$ cat src/sv/tgla_pkg.sv
// Types, constants and arithmetic helpers for the text glyph layout block.
// Used by the channel interfaces and by the front, queue, back and top modules.
`timescale 1ns / 1ps
`default_nettype none
package tgla_pkg;

  localparam int FRAC_BITS = 4;
  localparam int COORD_W   = 20;
  localparam int DELTA_W   = 22;
  localparam int WIDE_W    = 23;
  localparam int CHAR_W    = 16;
  localparam int METRIC_W  = 16;
  localparam int GLYPH_W   = 16;
  localparam int GH_W      = 16;
  localparam int ALIGN_W   = 2;
  localparam int CFG_IDX_W = 3;
  localparam int CFG_DAT_W = 20;

  localparam int QUEUE_DEPTH = 4;
  localparam int QPTR_W      = 2;
  localparam int QCNT_W      = 3;

  localparam logic [CHAR_W-1:0] NEWLINE_CODE = CHAR_W'(10);

  localparam logic [ALIGN_W-1:0] H_LEFT   = 2'd0;
  localparam logic [ALIGN_W-1:0] H_CENTRE = 2'd1;
  localparam logic [ALIGN_W-1:0] H_RIGHT  = 2'd2;
  localparam logic [ALIGN_W-1:0] V_TOP    = 2'd0;
  localparam logic [ALIGN_W-1:0] V_MIDDLE = 2'd1;
  localparam logic [ALIGN_W-1:0] V_BOTTOM = 2'd2;

  localparam logic [CFG_IDX_W-1:0] REG_ORIGIN_X     = 3'd0;
  localparam logic [CFG_IDX_W-1:0] REG_ORIGIN_Y     = 3'd1;
  localparam logic [CFG_IDX_W-1:0] REG_H_ALIGN      = 3'd2;
  localparam logic [CFG_IDX_W-1:0] REG_V_ALIGN      = 3'd3;
  localparam logic [CFG_IDX_W-1:0] REG_MULTILINE    = 3'd4;
  localparam logic [CFG_IDX_W-1:0] REG_GLYPH_HEIGHT = 3'd5;
  localparam logic [CFG_IDX_W-1:0] REG_OFFSET_X     = 3'd6;
  localparam logic [CFG_IDX_W-1:0] REG_OFFSET_Y     = 3'd7;

  localparam logic [GH_W-1:0] GH_RESET = GH_W'(256);

  localparam logic signed [COORD_W-1:0] COORD_MAX = COORD_W'((1 << (COORD_W - 1)) - 1);
  localparam logic signed [COORD_W-1:0] COORD_MIN = COORD_W'(1 << (COORD_W - 1));
  localparam logic signed [WIDE_W-1:0]  WIDE_MAX  = WIDE_W'((1 << (COORD_W - 1)) - 1);
  localparam logic signed [WIDE_W-1:0]  WIDE_MIN  = -WIDE_W'(1 << (COORD_W - 1));
  localparam logic signed [DELTA_W-1:0] ONE_PX    = DELTA_W'(1 << FRAC_BITS);
  localparam logic signed [DELTA_W-1:0] HALF_PX   = DELTA_W'(1 << FRAC_BITS) >>> 1;

  typedef enum logic [1:0] {
    CMD_STORE,
    CMD_LINE,
    CMD_FINISH
  } cmd_kind_t;

  typedef struct packed {
    cmd_kind_t                   kind;
    logic signed [COORD_W-1:0]   x;
    logic signed [COORD_W-1:0]   y;
    logic [GLYPH_W-1:0]          glyph;
    logic signed [DELTA_W-1:0]   dx;
    logic signed [DELTA_W-1:0]   dy;
    logic                        drop;
  } cmd_t;

  typedef struct packed {
    logic signed [COORD_W-1:0] x;
    logic signed [COORD_W-1:0] y;
    logic [GLYPH_W-1:0]        glyph;
  } entry_t;

  typedef struct packed {
    logic signed [COORD_W-1:0] origin_x;
    logic signed [COORD_W-1:0] origin_y;
    logic [ALIGN_W-1:0]        h_align;
    logic [ALIGN_W-1:0]        v_align;
    logic                      multiline;
    logic [GH_W-1:0]           glyph_height;
    logic signed [COORD_W-1:0] offset_x;
    logic signed [COORD_W-1:0] offset_y;
  } cfg_t;

  typedef struct packed {
    logic full;
    logic empty;
  } q_stat_t;

  typedef enum logic [1:0] {
    FR_IDLE,
    FR_MAIN,
    FR_FIN
  } fr_state_t;

  typedef enum logic [2:0] {
    B_IDLE,
    B_LRD,
    B_LWR,
    B_ERD,
    B_ELD
  } bk_state_t;

  function automatic logic signed [COORD_W-1:0] sat_coord(
    input logic signed [WIDE_W-1:0] v
  );
    logic signed [COORD_W-1:0] r;
    if (v > WIDE_MAX) begin
      r = COORD_MAX;
    end else if (v < WIDE_MIN) begin
      r = COORD_MIN;
    end else begin
      r = v[COORD_W-1:0];
    end
    return r;
  endfunction

  // sel 1: half width, sel 2: full width, both rounded half up to whole pixels
  function automatic logic signed [DELTA_W-1:0] round_delta(
    input logic signed [DELTA_W-1:0] w,
    input logic [ALIGN_W-1:0]        sel
  );
    logic signed [DELTA_W-1:0] t;
    logic signed [DELTA_W-1:0] r;
    t = '0;
    r = '0;
    unique case (sel)
      H_CENTRE: begin
        t = w + ONE_PX;
        r = (t >>> (FRAC_BITS + 1)) <<< FRAC_BITS;
      end
      H_RIGHT: begin
        t = w + HALF_PX;
        r = (t >>> FRAC_BITS) <<< FRAC_BITS;
      end
      default: begin
        r = '0;
      end
    endcase
    return r;
  endfunction

endpackage
`default_nettype wire

$ cat src/sv/tgla_queue.sv
// Short command queue between the front and back parts.
// Depends on tgla_pkg for cmd_t and the queue depth.
`timescale 1ns / 1ps
`default_nettype none
module tgla_queue (
  input  wire logic           clk,
  input  wire logic           rst_n,
  input  wire logic           push,
  input  wire tgla_pkg::cmd_t push_cmd,
  input  wire logic           pop,
  output tgla_pkg::cmd_t      head,
  output tgla_pkg::q_stat_t   stat
);
  import tgla_pkg::*;

  cmd_t              slot_r [QUEUE_DEPTH];
  logic [QPTR_W-1:0] wp_r, wp_nxt;
  logic [QPTR_W-1:0] rp_r, rp_nxt;
  logic [QCNT_W-1:0] cnt_r, cnt_nxt;
  logic              do_push;
  logic              do_pop;

  assign stat.full  = (cnt_r == QCNT_W'(QUEUE_DEPTH));
  assign stat.empty = (cnt_r == '0);
  assign head       = slot_r[rp_r];
  assign do_push    = push && !stat.full;
  assign do_pop     = pop && !stat.empty;

  always_comb begin
    wp_nxt  = do_push ? wp_r + QPTR_W'(1) : wp_r;
    rp_nxt  = do_pop ? rp_r + QPTR_W'(1) : rp_r;
    cnt_nxt = cnt_r;
    if (do_push && !do_pop) begin
      cnt_nxt = cnt_r + QCNT_W'(1);
    end else if (do_pop && !do_push) begin
      cnt_nxt = cnt_r - QCNT_W'(1);
    end
  end

  always_ff @(posedge clk) begin
    if (!rst_n) begin
      wp_r  <= '0;
      rp_r  <= '0;
      cnt_r <= '0;
    end else begin
      wp_r  <= wp_nxt;
      rp_r  <= rp_nxt;
      cnt_r <= cnt_nxt;
    end
    if (do_push) begin
      slot_r[wp_r] <= push_cmd;
    end
  end
endmodule
`default_nettype wire

$ cat config.mk
export PLATFORM = sky130hd
export DESIGN_NAME = tgla_queue
export DESIGN_NICKNAME = d
export VERILOG_FILES = /design/src/sv/tgla_pkg.sv /design/src/sv/tgla_queue.sv
export SDC_FILE = /design/constraint.sdc
export NUM_CORES = 1
export LEC_CHECK = 0
export BUFFER_PORTS_ARGS = -buffer_cell sky130_fd_sc_hd__buf_2
export CAP_MARGIN = 15
export CORE_UTILIZATION = 59
export CTS_BUF_LIST = sky130_fd_sc_hd__clkbuf_4
export CTS_CLUSTER_DIAMETER = 60
export DETAILED_ROUTE_END_ITERATION = 12
export PLACE_DENSITY = 0.92
export SETUP_SLACK_MARGIN = 0.02
export SYNTH_ARGS = -nofsm -noshare
export SYNTH_HDL_FRONTEND = slang
export SYNTH_SLANG_ARGS = --single-unit
$ cat constraint.sdc
create_clock -name clk -period 4.8 [get_ports clk]
set_input_delay 0.96 -clock clk [delete_from_list [all_inputs] [get_ports clk]]
set_output_delay 0.96 -clock clk [all_outputs]
set_load 0.005 [all_outputs]
Word-level counts from Yosys, hierarchy flattened
Memory sizes are Yosys's and may differ from the RTL's. A register that Yosys moved wholly into a read port is not among the register bits.
Index checks and enable logic that the tools add are counted.
{"block": "classes", "addsub": 4, "eq_ne": 1, "n_mux": 6, "n_reduce_logical": 10}
{"cell": "two-way mux 3 bit", "n": 2}
{"cell": "adder 2 x 1 -> 2 bit (second input constant)", "n": 2}
{"cell": "logical AND 1 bit", "n": 4}
{"cell": "zero test 1 bit", "n": 4}
{"cell": "two-way mux 2 bit", "n": 2}
{"cell": "adder 3 x 1 -> 3 bit (second input constant)", "n": 1}
{"cell": "== test 3 bit (second input constant)", "n": 1}
{"cell": "zero test 3 bit", "n": 1}
{"cell": "subtractor 3 x 1 -> 3 bit (second input constant)", "n": 1}
{"cell": "two-way mux 1 bit", "n": 2}
{"cell": "nonzero test 2 bit", "n": 1}
{"block": "word_totals", "register_bits": 7, "mem_bits_rw": 412, "elab_cells": 25, "mem_count": 1}
{"name": "slot_r", "words": 4, "width": 103, "rd": 1, "rd_clocked_by_memory_dff": 1, "write_ports": 1, "line_no": "tgla_queue.sv:16", "rtl": "cmd_t slot_r [QUEUE_DEPTH];"}

Logic depth before layout (Yosys ltp)
{"block": "logic_depth", "word_depth": 7, "depth_mapped": 9, "depth_no_buf": 8}

Worst setup path before layout
No wires, ideal clock.
{"block": "synth_timing", "path_kind": "input to register", "from": "in push", "to": "mem slot_r[0][0] in the netlist's numbering (enable)", "setup_ps": 474, "arrival_time_ps": 3726, "t_required_ps": 4326, "path_slack_ps": 600, "path_stages": 3, "path_cell_list": "nor2b_1 -> clkbuf_1 -> and2_1"}
{"block": "synth_via", "elab_chain_cells": 3}
{"item": "start: declaration", "line_no": "tgla_queue.sv:8", "rtl": "input wire logic push,"}
{"item": "logical AND 1 bit", "line_no": "tgla_queue.sv:26", "rtl": "assign do_push = push && !stat.full;"}
{"item": "named net do_push", "line_no": "tgla_queue.sv:20", "rtl": "logic do_push;"}
{"item": "two-way mux 1 bit", "line_no": "tgla_queue.sv:50", "rtl": "if (do_push) begin"}
{"item": "two-way mux 1 bit (implied by the code)", "line_no": "tgla_queue.sv:51", "rtl": "slot_r[wp_r] <= push_cmd;"}
{"item": "end: declaration", "line_no": "tgla_queue.sv:16"}
The timed path passes the listed nets, and every way through them passes these cells.

==> results.md <==
* Skew final at 0.0303 ns
* Syn_nets at 699
* Peak supply drop at 0.310 mV
* Crit path launch type: register
* Root buf cell: clkbuf_4
* Cell family with most CP delay: buffers and inverters
* FF-to-FF setup slack at 2.26 ns
* Dominant synthesized flop cell: edfxtp_1
* Number of distinct library cells after synthesis at 25
* Die height at 164 um
* RSZ-0062 raised after global routing: false
* Cells on worst reg2reg path at 4
* Ys async rst share at 0%
* Max Transition Viols Final at 0
* Worst-path cell chain: buf_4 -> mux4_2 -> buf_2
* Detailed Place HPWL at 16100 um
* Setup violations, final at 0
* Worst-skew pair later-pin latency at 0.69 ns
* Max incr delay on CP at 0.61 ns
* Synth area leader: edfxtp_1
* Count leader, synth: edfxtp_1
* Largest cells by area after synthesis: edfxtp_1 (80%), mux4_2 (15%), dfxtp_1 (1.2%)
* CTS Hold Buffers Added at 0
* Syn_area_per_cell at 26.3 sq um
* Final WS setup at 1.39 ns
* Post-CTS sizing at 0
* Num ports at 212
* Cts bufs inserted at 99
* Worst-Margin Slew at 0.817 ns
* Worst Hold Class: primary input to register
* Register area share after synthesis at 81.5%
* Total Nets Final at 995
* CORE AREA at 25400 sq um
* First-pass GRT wire length at 41200 um
* Required time of the critical path at 3.84 ns
* Antenna-violating nets left at 0
* Overflow after GRT at 0
* Buf/Inv on CP at 2
* Status: complete, no violations
* Mux cell area share after synthesis at 15.2%
* Setup Buffers After CTS at 0
* Max Buffers Root-to-Sink at 3
* Vias per Instance at 5.52
* Ys Warns at 0
* Area growth, synth to finish at 16.8%
* R2R Path End: slot_r[0][75]$_DFFE_PP_
* Setup TNS at 0 ns
* CTS Sinks at 421
* DR iter-0 viols at 549
* TritonCTS clock tree: built
* Power, Total at 9.27 mW
* 1st-pass router iterations at 5
* CP max stage cell: mux4_2
* Largest net degree at the start of global routing at 78
* Slew headroom at 45.5%
* IO buf count at 211
* Synth Instances at 586
* Via count at 7108
* Stages on the worst setup path at 3
* Critical Path AT at 2.45 ns
* Critical Path Sink: head[12]
* Worst setup EP type: output port
* Average wire per standard cell at 21.4 um
* Total Routing Usage GR at 21.2%
* Synth Area in Compound Gates at 0.187%
* Initial antenna violation count at 3
* Synthesized area at 15400 sq um
* R2r startpoint: cnt_r[0]$_SDFFE_PN0P_
* Top cells by count, synth: edfxtp_1 (412), mux4_2 (103), dfxtp_1 (9)
* Hold Violations, Final at 0
* Total leakage power at 6.15 nW
* Max Cap Viol at 0
* #FFs+latches synth at 421
* Layout cells sized above 1 at 49.8%
* FMAX at 294 MHz
* Post-route minimum period at 3.41 ns
* Worst setup path class: register to output port
* Number of synthesized flops with an enable pin at 412
* Clock slew seen by the registers of the worst setup and hold paths at 0.07 ns
* Crit Path Max Fanout at 22
* Synth Area in Simple Gates at 0.625%
* Largest family of logic cells by synthesized area: multiplexers
* Vias in the first global route at 7628
* XOR/XNOR share of the synthesized area at 0.227%
* Die W at 164 um
* DRC viols at 0
* Dpl ws at 1.72 ns
* Post-synth top area share at 80.3%
* Rows at 58
* # H-tree levels at 3
* Pwr Density at 515 nW/um^2
* Die area at 26800 sq um
* Total Wirelength at 27600 um
* Final period util at 71.0%
* Placer congestion estimate at 0.753
* Initial core utilization at 60.7%
* Adder-cell share of the synthesized area at 0.536%
flip-flops by register name (all words and copies together), names as in the netlist, named ones only:
register / count
cnt_r: 3
rp_r: 2
slot_r: 412
wp_r: 2
worst min-delay path by stage:
stage	from	to	slack, ns	cells after the start
2_1_floorplan	wp_r[1]$_SDFFE_PN0P_	wp_r[1]$_SDFFE_PN0P_	0.47	2
3_3_place_gp	wp_r[0]$_SDFFE_PN0P_	wp_r[0]$_SDFFE_PN0P_	0.49	2
3_5_place_dp	wp_r[1]$_SDFFE_PN0P_	wp_r[1]$_SDFFE_PN0P_	0.50	2
4_1_cts	push_cmd[46]	slot_r[3][46]$_DFFE_PP_	0.40	1
5_1_grt	push_cmd[86]	slot_r[2][86]$_DFFE_PP_	0.40	1
6_report	push_cmd[86]	slot_r[3][86]$_DFFE_PP_	0.48	1
placed cells by master (no fill, tap or decap):
| cell | netlist | final |
|---|---|---|
| buf_2 | 8 | 211 |
| and2_4 | 0 | 4 |
| o31ai_1 | 1 | 1 |
| o21ai_0 | 1 | 1 |
| xnor2_1 | 3 | 3 |
| dfxtp_1 | 9 | 7 |
| buf_4 | 3 | 4 |
| o311ai_0 | 1 | 1 |
| and2_1 | 8 | 4 |
| xor2_1 | 1 | 1 |
| fa_1 | 1 | 1 |
| dfxtp_4 | 0 | 2 |
| mux4_2 | 103 | 103 |
| ha_1 | 5 | 5 |
| nor3b_1 | 1 | 1 |
| nor3_1 | 1 | 1 |
| buf_12 | 8 | 5 |
| mux2i_1 | 3 | 3 |
| inv_1 | 3 | 3 |
| clkinv_2 | 0 | 8 |
| bufinv_16 | 0 | 2 |
| diode_2 | 0 | 5 |
| clkinv_1 | 0 | 26 |
| nand2_1 | 4 | 4 |
| clkinv_4 | 0 | 1 |
| inv_2 | 0 | 1 |
| clkbuf_4 | 0 | 134 |
| or3_1 | 1 | 1 |
| a21boi_0 | 1 | 1 |
| nor2b_1 | 2 | 2 |
| edfxtp_1 | 412 | 412 |
power by group:
| part | internal, mW | switching, mW |
|---|---|---|
| Sequential | 4.46 | 0.157 |
| Combinational | 1.04 | 0.929 |
| Clock | 1.41 | 1.27 |
per-layer routing:
metal	vias up	GRT usage, %	share of wire, %
met5	-	0	0.083
met4	4	6.86	1.1
met3	34	6.86	8.6
met2	289	33.4	50
met1	3579	28.3	40
li1	3202	-	-
final cells by class:
type                    instances  area [sq um]
repair buffers                220          1190
multi-input cells             137          2600
clock inverters                38           210
clock buffers                 134          1010
well taps                     330           413
diodes                          5          12.5
inverters                       3          11.3
flip-flops and latches        421         12600
fillers                      1527          7400
logic make-up after synthesis:
family	Yosys count
xor gates and xnor gates	4
DFF	421
adders and majority gates	6
AOI/OAI and AO/OA	4
buffers and inverters	28
muxes	106
and+or+nand+nor	17
through the flow:
step,std cells,util [%],hold WS [ns],area [sq um]
after floorplan,586,-,0.468,15400
final,1288,70.9,0.482,18000
after CTS,1283,70.8,0.397,18000
after detailed placement,1111,66.0,0.503,16800
after global routing,1284,70.8,0.400,18000
after global placement,1111,66.0,0.485,16800
No activity file was read; power rests on OpenSTA's default activity.
