## src/sv/tgla_pkg.sv

```systemverilog
// Types, constants and arithmetic helpers for the text glyph layout block.
// Used by the channel interfaces and by the front, queue, back and top modules.
`timescale 1ns / 1ps
`default_nettype none
package tgla_pkg;

  localparam int FRAC_BITS = 4;
  localparam int COORD_W   = 20;
  localparam int DELTA_W   = 22;
  localparam int WIDE_W    = 23;
  localparam int CHAR_W    = 16;
  localparam int METRIC_W  = 16;
  localparam int GLYPH_W   = 16;
  localparam int GH_W      = 16;
  localparam int ALIGN_W   = 2;
  localparam int CFG_IDX_W = 3;
  localparam int CFG_DAT_W = 20;

  localparam int QUEUE_DEPTH = 4;
  localparam int QPTR_W      = 2;
  localparam int QCNT_W      = 3;

  localparam logic [CHAR_W-1:0] NEWLINE_CODE = CHAR_W'(10);

  localparam logic [ALIGN_W-1:0] H_LEFT   = 2'd0;
  localparam logic [ALIGN_W-1:0] H_CENTRE = 2'd1;
  localparam logic [ALIGN_W-1:0] H_RIGHT  = 2'd2;
  localparam logic [ALIGN_W-1:0] V_TOP    = 2'd0;
  localparam logic [ALIGN_W-1:0] V_MIDDLE = 2'd1;
  localparam logic [ALIGN_W-1:0] V_BOTTOM = 2'd2;

  localparam logic [CFG_IDX_W-1:0] REG_ORIGIN_X     = 3'd0;
  localparam logic [CFG_IDX_W-1:0] REG_ORIGIN_Y     = 3'd1;
  localparam logic [CFG_IDX_W-1:0] REG_H_ALIGN      = 3'd2;
  localparam logic [CFG_IDX_W-1:0] REG_V_ALIGN      = 3'd3;
  localparam logic [CFG_IDX_W-1:0] REG_MULTILINE    = 3'd4;
  localparam logic [CFG_IDX_W-1:0] REG_GLYPH_HEIGHT = 3'd5;
  localparam logic [CFG_IDX_W-1:0] REG_OFFSET_X     = 3'd6;
  localparam logic [CFG_IDX_W-1:0] REG_OFFSET_Y     = 3'd7;

  localparam logic [GH_W-1:0] GH_RESET = GH_W'(256);

  localparam logic signed [COORD_W-1:0] COORD_MAX = COORD_W'((1 << (COORD_W - 1)) - 1);
  localparam logic signed [COORD_W-1:0] COORD_MIN = COORD_W'(1 << (COORD_W - 1));
  localparam logic signed [WIDE_W-1:0]  WIDE_MAX  = WIDE_W'((1 << (COORD_W - 1)) - 1);
  localparam logic signed [WIDE_W-1:0]  WIDE_MIN  = -WIDE_W'(1 << (COORD_W - 1));
  localparam logic signed [DELTA_W-1:0] ONE_PX    = DELTA_W'(1 << FRAC_BITS);
  localparam logic signed [DELTA_W-1:0] HALF_PX   = DELTA_W'(1 << FRAC_BITS) >>> 1;

  typedef enum logic [1:0] {
    CMD_STORE,
    CMD_LINE,
    CMD_FINISH
  } cmd_kind_t;

  typedef struct packed {
    cmd_kind_t                   kind;
    logic signed [COORD_W-1:0]   x;
    logic signed [COORD_W-1:0]   y;
    logic [GLYPH_W-1:0]          glyph;
    logic signed [DELTA_W-1:0]   dx;
    logic signed [DELTA_W-1:0]   dy;
    logic                        drop;
  } cmd_t;

  typedef struct packed {
    logic signed [COORD_W-1:0] x;
    logic signed [COORD_W-1:0] y;
    logic [GLYPH_W-1:0]        glyph;
  } entry_t;

  typedef struct packed {
    logic signed [COORD_W-1:0] origin_x;
    logic signed [COORD_W-1:0] origin_y;
    logic [ALIGN_W-1:0]        h_align;
    logic [ALIGN_W-1:0]        v_align;
    logic                      multiline;
    logic [GH_W-1:0]           glyph_height;
    logic signed [COORD_W-1:0] offset_x;
    logic signed [COORD_W-1:0] offset_y;
  } cfg_t;

  typedef struct packed {
    logic full;
    logic empty;
  } q_stat_t;

  typedef enum logic [1:0] {
    FR_IDLE,
    FR_MAIN,
    FR_FIN
  } fr_state_t;

  typedef enum logic [2:0] {
    B_IDLE,
    B_LRD,
    B_LWR,
    B_ERD,
    B_ELD
  } bk_state_t;

  function automatic logic signed [COORD_W-1:0] sat_coord(
    input logic signed [WIDE_W-1:0] v
  );
    logic signed [COORD_W-1:0] r;
    if (v > WIDE_MAX) begin
      r = COORD_MAX;
    end else if (v < WIDE_MIN) begin
      r = COORD_MIN;
    end else begin
      r = v[COORD_W-1:0];
    end
    return r;
  endfunction

  // sel 1: half width, sel 2: full width, both rounded half up to whole pixels
  function automatic logic signed [DELTA_W-1:0] round_delta(
    input logic signed [DELTA_W-1:0] w,
    input logic [ALIGN_W-1:0]        sel
  );
    logic signed [DELTA_W-1:0] t;
    logic signed [DELTA_W-1:0] r;
    t = '0;
    r = '0;
    unique case (sel)
      H_CENTRE: begin
        t = w + ONE_PX;
        r = (t >>> (FRAC_BITS + 1)) <<< FRAC_BITS;
      end
      H_RIGHT: begin
        t = w + HALF_PX;
        r = (t >>> FRAC_BITS) <<< FRAC_BITS;
      end
      default: begin
        r = '0;
      end
    endcase
    return r;
  endfunction

endpackage
`default_nettype wire

```

## src/sv/tgla_if.sv

```systemverilog
// Channel interfaces: character input, placement output, register writes.
// Depends on tgla_pkg for field widths.
`timescale 1ns / 1ps
`default_nettype none


interface tgla_out_if;
  import tgla_pkg::*;
  logic                      valid;
  logic                      ready;
  logic signed [COORD_W-1:0] place_x;
  logic signed [COORD_W-1:0] place_y;
  logic [GLYPH_W-1:0]        glyph_out;
  logic                      end_of_run;
  logic                      overflowed;
  modport source (output valid, place_x, place_y, glyph_out, end_of_run, overflowed,
                  input ready);
  modport sink (input valid, place_x, place_y, glyph_out, end_of_run, overflowed,
                output ready);
endinterface

`default_nettype wire

```

## src/sv/tgla_ram.sv

```systemverilog
// Generic single write port RAM with registered read.
// No dependencies.
`timescale 1ns / 1ps
`default_nettype none
module tgla_ram #(
  parameter int WIDTH = 56,
  parameter int DEPTH = 64
) (
  input  wire logic                     clk,
  input  wire logic                     we,
  input  wire logic [$clog2(DEPTH)-1:0] waddr,
  input  wire logic [WIDTH-1:0]         wdata,
  input  wire logic [$clog2(DEPTH)-1:0] raddr,
  output logic [WIDTH-1:0]              rdata
);
  logic [WIDTH-1:0] mem_r [DEPTH];

  always_ff @(posedge clk) begin
    if (we) begin
      mem_r[waddr] <= wdata;
    end
    rdata <= mem_r[raddr];
  end
endmodule
`default_nettype wire

```

## src/sv/tgla_back.sv

```systemverilog
// Back part: stores placements, walks the buffer for line alignment and
// emits the aligned block. Depends on tgla_pkg, tgla_if and tgla_ram.
`timescale 1ns / 1ps
`default_nettype none
module tgla_back #(
  parameter int MAX_GLYPHS = 64
) (
  input  wire logic              clk,
  input  wire logic              rst_n,
  input  wire tgla_pkg::cmd_t    head,
  input  wire tgla_pkg::q_stat_t q_stat,
  output logic                   pop,
  tgla_out_if.source             out_ch
);
  import tgla_pkg::*;

  localparam int CNT_W = $clog2(MAX_GLYPHS + 1);
  localparam int AW    = $clog2(MAX_GLYPHS);
  localparam int EW    = $bits(entry_t);

  bk_state_t st_r, st_nxt;

  logic [CNT_W-1:0] wcnt_r, wcnt_nxt;
  logic [CNT_W-1:0] ls_r, ls_nxt;
  logic [AW-1:0]    k_r, k_nxt;

  logic signed [DELTA_W-1:0] dx_r;
  logic signed [DELTA_W-1:0] dy_r;
  logic                      drop_r;

  logic                      ram_we;
  logic [AW-1:0]             ram_waddr;
  entry_t                    ram_wdata;
  logic [AW-1:0]             ram_raddr;
  logic [EW-1:0]             ram_rdata;
  entry_t                    rd;
  logic                      slot_free;
  logic                      load_out;
  logic                      last_entry;
  logic                      line_done;

  logic                      out_valid_r;
  logic signed [COORD_W-1:0] out_x_r;
  logic signed [COORD_W-1:0] out_y_r;
  logic [GLYPH_W-1:0]        out_g_r;
  logic                      out_end_r;
  logic                      out_ovf_r;

  assign rd         = entry_t'(ram_rdata);
  assign slot_free  = !out_valid_r || out_ch.ready;
  assign last_entry = (CNT_W'(k_r) + CNT_W'(1)) == wcnt_r;
  assign line_done  = (ls_r + CNT_W'(1)) == wcnt_r;

  tgla_ram #(
    .WIDTH (EW),
    .DEPTH (MAX_GLYPHS)
  ) u_store (
    .clk   (clk),
    .we    (ram_we),
    .waddr (ram_waddr),
    .wdata (ram_wdata),
    .raddr (ram_raddr),
    .rdata (ram_rdata)
  );

  always_comb begin
    st_nxt = st_r;
    unique case (st_r)
      B_IDLE: begin
        if (!q_stat.empty) begin
          unique case (head.kind)
            CMD_LINE:   st_nxt = (ls_r < wcnt_r) ? B_LRD : B_IDLE;
            CMD_FINISH: st_nxt = (wcnt_r != '0) ? B_ERD : B_IDLE;
            default:    st_nxt = B_IDLE;
          endcase
        end
      end
      B_LRD: st_nxt = B_LWR;
      B_LWR: st_nxt = line_done ? B_IDLE : B_LRD;
      B_ERD: st_nxt = B_ELD;
      B_ELD: begin
        if (slot_free) begin
          st_nxt = last_entry ? B_IDLE : B_ERD;
        end
      end
      default: st_nxt = B_IDLE;
    endcase
  end

  always_comb begin
    pop       = 1'b0;
    ram_we    = 1'b0;
    ram_waddr = wcnt_r[AW-1:0];
    ram_wdata = entry_t'({head.x, head.y, head.glyph});
    ram_raddr = k_r;
    load_out  = 1'b0;
    wcnt_nxt  = wcnt_r;
    ls_nxt    = ls_r;
    k_nxt     = k_r;
    unique case (st_r)
      B_IDLE: begin
        if (!q_stat.empty) begin
          pop = 1'b1;
          unique case (head.kind)
            CMD_STORE: begin
              ram_we   = 1'b1;
              wcnt_nxt = wcnt_r + CNT_W'(1);
            end
            CMD_FINISH: begin
              k_nxt = '0;
            end
            default: begin
              k_nxt = k_r;
            end
          endcase
        end
      end
      B_LRD: begin
        ram_raddr = ls_r[AW-1:0];
      end
      B_LWR: begin
        ram_raddr = ls_r[AW-1:0];
        ram_we    = 1'b1;
        ram_waddr = ls_r[AW-1:0];
        ram_wdata = entry_t'({sat_coord(WIDE_W'(rd.x) - WIDE_W'(dx_r)), rd.y, rd.glyph});
        ls_nxt    = ls_r + CNT_W'(1);
      end
      B_ERD: begin
        ram_raddr = k_r;
      end
      B_ELD: begin
        ram_raddr = k_r;
        if (slot_free) begin
          load_out = 1'b1;
          if (last_entry) begin
            wcnt_nxt = '0;
            ls_nxt   = '0;
          end else begin
            k_nxt = k_r + AW'(1);
          end
        end
      end
      default: begin
        pop = 1'b0;
      end
    endcase
  end

  always_ff @(posedge clk) begin
    if (!rst_n) begin
      st_r        <= B_IDLE;
      wcnt_r      <= '0;
      ls_r        <= '0;
      k_r         <= '0;
      out_valid_r <= 1'b0;
    end else begin
      st_r   <= st_nxt;
      wcnt_r <= wcnt_nxt;
      ls_r   <= ls_nxt;
      k_r    <= k_nxt;
      if (load_out) begin
        out_valid_r <= 1'b1;
      end else if (out_ch.ready) begin
        out_valid_r <= 1'b0;
      end
    end
    if (pop) begin
      dx_r   <= head.dx;
      dy_r   <= head.dy;
      drop_r <= head.drop;
    end
    if (load_out) begin
      out_x_r   <= (CNT_W'(k_r) >= ls_r) ? sat_coord(WIDE_W'(rd.x) - WIDE_W'(dx_r)) : rd.x;
      out_y_r   <= sat_coord(WIDE_W'(rd.y) - WIDE_W'(dy_r));
      out_g_r   <= rd.glyph;
      out_end_r <= last_entry;
      out_ovf_r <= drop_r;
    end
  end

  assign out_ch.valid      = out_valid_r;
  assign out_ch.place_x    = out_x_r;
  assign out_ch.place_y    = out_y_r;
  assign out_ch.glyph_out  = out_g_r;
  assign out_ch.end_of_run = out_end_r;
  assign out_ch.overflowed = out_ovf_r;
endmodule
`default_nettype wire

```

## src/flat_wrapper.sv

```systemverilog
// flat-port wrapper written by rule: the top's interface ports become plain ports
module tgla_back_flat import tgla_pkg::*;
#(
  parameter int MAX_GLYPHS = 64
)
  (clk, rst_n, head, q_stat, pop, out_ch_valid, out_ch_place_x, out_ch_place_y, out_ch_glyph_out, out_ch_end_of_run, out_ch_overflowed, out_ch_ready);
  tgla_out_if out_ch_i ();
  input  wire logic clk;
  input  wire logic rst_n;
  input  wire tgla_pkg::cmd_t head;
  input  wire tgla_pkg::q_stat_t q_stat;
  output logic pop;
  output wire logic [$bits(out_ch_i.valid)-1:0] out_ch_valid;
  output wire logic [$bits(out_ch_i.place_x)-1:0] out_ch_place_x;
  output wire logic [$bits(out_ch_i.place_y)-1:0] out_ch_place_y;
  output wire logic [$bits(out_ch_i.glyph_out)-1:0] out_ch_glyph_out;
  output wire logic [$bits(out_ch_i.end_of_run)-1:0] out_ch_end_of_run;
  output wire logic [$bits(out_ch_i.overflowed)-1:0] out_ch_overflowed;
  input wire logic [$bits(out_ch_i.ready)-1:0] out_ch_ready;
  assign out_ch_valid = out_ch_i.valid;
  assign out_ch_place_x = out_ch_i.place_x;
  assign out_ch_place_y = out_ch_i.place_y;
  assign out_ch_glyph_out = out_ch_i.glyph_out;
  assign out_ch_end_of_run = out_ch_i.end_of_run;
  assign out_ch_overflowed = out_ch_i.overflowed;
  assign out_ch_i.ready = out_ch_ready;
  tgla_back #(.MAX_GLYPHS(MAX_GLYPHS)) u_core (.clk(clk), .rst_n(rst_n), .head(head), .q_stat(q_stat), .pop(pop), .out_ch(out_ch_i));
endmodule
```

## config.mk

```make
export PLATFORM = sky130hd
export DESIGN_NAME = tgla_back_flat
export DESIGN_NICKNAME = d
export VERILOG_FILES = /design/src/sv/tgla_pkg.sv /design/src/sv/tgla_if.sv /design/src/sv/tgla_ram.sv /design/src/sv/tgla_back.sv /design/src/flat_wrapper.sv
export SDC_FILE = /design/constraint.sdc
export NUM_CORES = 2
export LEC_CHECK = 0
export CAP_MARGIN = 25
export CORE_AREA = 4 4 623 625
export CTS_BUF_LIST = sky130_fd_sc_hd__clkbuf_4 sky130_fd_sc_hd__clkbuf_8
export CTS_CLUSTER_DIAMETER = 80
export DETAILED_ROUTE_END_ITERATION = 12
export DIE_AREA = 0 0 627 629
export DONT_BUFFER_PORTS = 1
export GPL_ROUTABILITY_DRIVEN = 1
export SLEW_MARGIN = 0
export SYNTH_ARGS = -nofsm -noshare
export SYNTH_HDL_FRONTEND = slang
export SYNTH_SLANG_ARGS = --single-unit
```

## constraint.sdc

```tcl
create_clock -name clk -period 20.6 [get_ports clk]
set_input_delay 4.12 -clock clk [delete_from_list [all_inputs] [get_ports clk]]
set_output_delay 4.12 -clock clk [all_outputs]
set_load 0.005 [all_outputs]
```

# After elaboration in Yosys (flattened, before gate mapping)
# Memories as Yosys holds them, arrays and structs flattened. A register that Yosys moved wholly into a read port is not among the register bits.
# Cells that the tools add are included.
[op_classes]
n_eq_ne = 14
n_lt_le_gt_ge = 6
muxes = 37
add_sub_neg = 6
n_reduce_logical = 13
[ops]
columns = ["cell", "count"]
rows = [
  ["2-to-1 mux 20 bit", 4],
  ["2-to-1 mux 56 bit", 1],
  ["greater-than comparator 23 x 20 -> 1 bit, second input constant", 2],
  ["less-than comparator 23 x 20 -> 1 bit, second input constant", 2],
  ["subtractor 20 x 22 -> 23 bit", 2],
  ["2-to-1 mux 6 bit", 6],
  ["2-to-1 mux 7 bit", 4],
  ["one-hot mux 7 bit (2 select lines)", 2],
  ["one-hot mux 3 bit (5 select lines)", 1],
  ["adder 7 x 1 -> 7 bit, second input constant", 2],
  ["equality test 7 bit", 2],
  ["2-to-1 mux 1 bit", 12],
  ["one-hot mux 6 bit (2 select lines)", 1],
  ["AND reduction 5 bit", 2],
  ["adder 6 x 1 -> 7 bit, second input constant", 1],
  [">= comparator 6 x 7 -> 1 bit", 1],
  ["less-than comparator 7 bit", 1],
  ["nonzero test 7 bit", 1],
  ["adder 6 x 1 -> 6 bit, second input constant", 1],
  ["equality test 3 x 2 -> 1 bit, second input constant", 2],
  ["2-to-1 mux 3 bit", 2],
  ["!= test 2 x 1 -> 1 bit, second input constant", 3],
  ["!= test 2 bit, second input constant", 3],
  ["one-hot mux 3 bit (2 select lines)", 1],
  ["14 further kinds", 17],
]
[word_totals]
reg_bits = 127
n_memories = 1
input_bits = 108
mem_bits_rw = 3584
out_inout_bits = 60
elab_cells = 90
[memory_table]
columns = ["name", "depth", "word_bits", "read_ports", "rd_clocked_by_memory_dff", "wr", "line_no", "rtl"]
rows = [
  ["u_core.u_store.mem_r", 64, 56, 1, 1, 1, "tgla_ram.sv:16", "logic [WIDTH-1:0] mem_r [DEPTH];"],
]

# Logic depth before layout (Yosys ltp)
[depth]
ltp_word = 6
depth_mapped = 15
depth_no_buf = 12

# Cells and area by module
# Synthesis repeated with hierarchy kept, for this count alone.
[hier_totals]
cells_unflattened = 6826
area_unflattened_um2 = 145575.9
[modules_own_cells]
columns = ["module", "seq_area_each_um2", "cells_each", "area_each_um2", "instances"]
rows = [
  ["tgla_ram", 108744.3, 5949, 136983.9, 1],
  ["tgla_back", 3573.4, 877, 8592.0, 1],
]

# Worst setup path after synthesis
# No wires, ideal clock.
[synth_path]
kind = "input -> output"
from = "input q_stat[0] in the netlist's numbering"
to = "output pop"
cell_stages = 1
required_time_ns = 16.480
path_buffers = 0
slack_ns = 7.901
t_arrival_ns = 8.579
path_cell_list = "nor4_1"
[synth_via]
elab_chain_len = 2
[synth_rtl]
columns = ["element", "line_no", "rtl"]
rows = [
  ["start, declared", "flat_wrapper.sv:11", "input wire tgla_pkg::q_stat_t q_stat;"],
  ["2-to-1 mux 1 bit", "tgla_back.sv:102", "if (!q_stat.empty) begin"],
  ["2-to-1 mux 1 bit", "tgla_back.sv:100", "unique case (st_r)"],
  ["end, declared", "flat_wrapper.sv:12", "output logic pop;"],
]
# No other way between the ends.

# Worst setup path in the final report
# Same ends and word-level chain as after synthesis.

==> summary.md <==
| Metric | Value |
|---|---|
| Critical path launch point type | `input pin` |
| H-tree levels | `6` |
| Drt pass-1 iters | `8` |
| Detailed-route via count | `78400` |
| Crit-path cells | `nor4_2 -> buf_4` |
| Row cnt | `227` |
| Met2 Wirelength | `186000 um` |
| Delay-heaviest family, CP | `buffers and inverters` |
| Worst slew pin tran | `1.30 ns` |
| Final Non-Filler Cells | `13700` |
| Area leader, netlist | `edfxtp_1` |
| Critical path class | `in2out` |
| Clock edge transition at the registers on the reported setup and hold paths | `0.06 ns` |
| M1 WL | `163000 um` |
| Yosys reg bits | `3767` |
| DRT antenna net count | `0` |
| CP required | `16.48 ns` |
| Num CTS Buffers | `601` |
| Max_cap viols | `0` |
| Gr ovfl total | `0` |
| Max_slew headroom | `0.130` |
| CTS max path bufs | `4` |
| Fin nets | `8376` |
| HP Start | `u_core.u_store.rdata[12]` |
| Clk Latency, worst-skew pair | `1.19 ns` |
| Mapped Cells | `7773` |
| Number of fill cells | `32700` |
| Leakage power | `51.9 nW` |
| Core area | `0.382 mm2` |
| Clk_skew | `0.0596 ns` |
| Die Y | `629 um` |
| Tightest Hold Check Type | `reg2reg` |
| Layout area overhead | `13.4%` |
| Clock sinks | `3767` |
| Peak supply drop | `72.7 uV` |
| RSZ-0062 raised after global routing | `no` |
| CP peak stage delay | `0.25 ns` |
| Synthesis Warnings | `0` |
| Mapped cell area | `0.145 mm2` |
| DR DRC count | `0` |
| Vias in the first global route | `77100` |
| Post-synthesis sequential area ratio | `0.775` |
| Cts hold-fix bufs | `0` |
| Element type at the critical path end | `output port` |
| Max Used Layer | `met5` |
| Fin crit period | `8.63 ns` |
| Post-CTS sizing | `0` |
| Top_reg_cell synth | `edfxtp_1` |
| FF+latch area | `0.112 mm2` |
| Post-route setup slack | `11.97 ns` |
| Final setup TNS | `0 ns` |
| Largest net degree at the start of global routing | `207` |
| PortBufs | `0` |
| Max Freq | `116 MHz` |
| Initial antenna violation count | `18` |
| Reg-to-reg startpoint | `u_core.st_r[1]` |
| Die Wd | `627 um` |
| Hold Path Cell Cnt | `0` |
| RD Place Congestion | `0.832` |
| Worst-case register-to-register setup slack | `13.47 ns` |
| Synthesized Nets | `7947` |
| Starting Density | `0.380` |
| Reg2reg end | `u_core.u_store.rdata[54]` |
| First-pass GRT wire length | `562000 um` |
| Setup Buffers After CTS | `0` |
| Routed met3 length | `36400 um` |
| PD cells | `91.3 mW/mm2` |
| DIE AREA | `0.394 mm2` |
| Yosys top cell area share | `0.764` |
| Synth top area cells | `edfxtp_1, mux4_2, nand2_1` |
| Root buffer cell | `clkbuf_8` |
| Final hold vios | `0` |
| Slowest-stage cell, CP | `buf_4` |
| Number of vias per cell | `5.72` |
| Arrival time at the worst endpoint | `4.51 ns` |
| Syn Area/Cell | `18.7 um2` |
| WL final | `396000 um` |
| Worst Reg-to-Reg Cells | `12` |
| Run status | `complete, no violations` |
| Worst Path Buf+Inv | `1` |
| Placed insts | `12600` |
| EDFF count, synth | `3687` |
| Drt wl/cell | `28.9 um` |
| Share of layout cells above drive strength 1 | `0.236` |
| DR iter-0 viols | `9594` |
| Area occupied by multi-input gates | `0.0315 mm2` |
| Final Max Tran Viols | `0` |
| WHS Endpoint | `u_core.out_ch.glyph_out[12]` |
| Setup WS pre-CTS | `11.97 ns` |
| Endpoints failing setup | `0` |
| FFs w/ async S/R, synth | `0` |
| Overall global routing resource usage | `0.195` |
| Fin crit share | `0.419` |
| Overall power | `15.0 mW` |
| CTS tree | `done` |
| Synth unique cells | `79` |
| Io pins | `168` |
| Post-DP HPWL | `214000 um` |
| Crit-path max FO | `4` |
==> worst max-delay path by stage <==
stage                   start  end  slack [ns]  depth (start not counted)
floorplan           q_stat[0]  pop        7.90                          1
global placement    q_stat[0]  pop       11.96                          2
detailed placement  q_stat[0]  pop       11.97                          2
CTS                 q_stat[0]  pop       11.98                          2
global route        q_stat[0]  pop       11.92                          2
finish              q_stat[0]  pop       11.97                          2
==> layout make-up <==
cell class	instances	share of cell area
inverter	84	0.00192
tap	5038	0.0383
antenna	9	0.000137
clock inverter	200	0.00739
multi-input combinational	3502	0.192
clock buffer	861	0.0632
timing repair buffer	246	0.0145
sequential	3767	0.683
==> power breakdown <==
group / switching [mW] / internal (mW) / leakage [nW]
clock network: 2.90 / 3.32 / 6.14
logic: 0.244 / 0.0794 / 12.0
registers: 0.0116 / 8.45 / 33.8
==> synth_stat cells (6+ instances only) <==
cell	count
a21boi_0	6
xnor2_1	37
nor3_1	32
buf_4	15
buf_1	20
dfxtp_1	80
and2_1	7
o31ai_1	9
a211oi_1	42
a31oi_1	128
o21bai_1	8
nand2b_1	10
nor2_1	191
o211ai_1	8
mux2i_1	6
a21o_1	30
edfxtp_1	3687
or3_1	6
nor2b_1	13
buf_6	14
o21a_1	12
buf_2	147
ha_1	64
o21ai_0	50
xor2_1	14
and3_1	11
nand3_1	362
a21oi_1	59
a221oi_1	50
clkbuf_1	224
inv_1	84
nand2_1	1071
nand4_1	240
mux4_2	670
a22oi_1	285
==> layout by cell type, fill, tap and decap left out, types with 13 or more instances in the layout <==
cell        count
mux4_2        670
edfxtp_1     3687
buf_12         41
ha_1           64
nor2_1        115
a211oi_1       23
xor2_1         14
dfxtp_1        80
clkinv_1      111
nand4_1       240
clkbuf_4      233
buf_4         201
a211oi_4       18
nor3_1         22
nor2b_1        13
nand2_2        37
inv_1          84
a22oi_1       285
nand3_1       362
clkinv_2       34
xnor2_1        37
nand2_1      1031
a21oi_1        59
nor2_4         76
inv_6          16
a221oi_1       50
a21o_1         30
clkbuf_8      629
o21ai_0        49
clkinvlp_4     19
a31oi_1       126
==> stage by stage <==
stage / cell area [um2] / utilization / hold WS, ns
final: 164000 / 0.431 / 0.436
after global routing: 164000 / 0.430 / 0.439
after CTS: 164000 / 0.429 / 0.431
after detailed placement: 152000 / 0.399 / 0.408
after global placement: 152000 / 0.398 / 0.419
after floorplan: 145000 / - / 0.400
==> state kept, by name, indices dropped and copies added, names as in the netlist, 16 cells and up <==
name / count
u_core.u_store.mem_r: 3584
u_core.u_store.rdata: 56
u_core.dx_r: 22
u_core.dy_r: 22
u_core.out_ch.place_x: 20
u_core.out_ch.place_y: 20
u_core.out_ch.glyph_out: 16
==> metal layers <==
layer / up-vias / track usage
li1: 32400 / -
met3: 676 / 0.0362
met4: 2 / 0.0572
met1: 41300 / 0.278
met5: - / 0
met2: 4032 / 0.307
==> worst register-to-register path, stage by stage (launching register included) <==
cell and delay [ns]:
dfxtp_1 0.69, xnor2_2 0.18, o21ai_1 0.28, and2_4 0.70, buf_4 0.72, buf_12 0.69
buf_4 0.62, buf_12 0.60, mux4_2 0.61, a22oi_1 0.28, nand4_1 0.33, a221oi_1 1.05
nand4_1 0.19
==> cells by family after synthesis <==
kind of cell | after synthesis | share of synthesized area
AO/OA/AOI/OAI | 730 | 0.0357
adder cells (fa/ha/maj) | 66 | 0.00580
XOR/XNOR | 54 | 0.00354
flip-flops | 3767 | 0.775
multiplexers | 679 | 0.105
AND/OR/NAND/NOR | 1973 | 0.0602
buffers and inverters | 504 | 0.0154
Power figures use the tool's default switching activity.
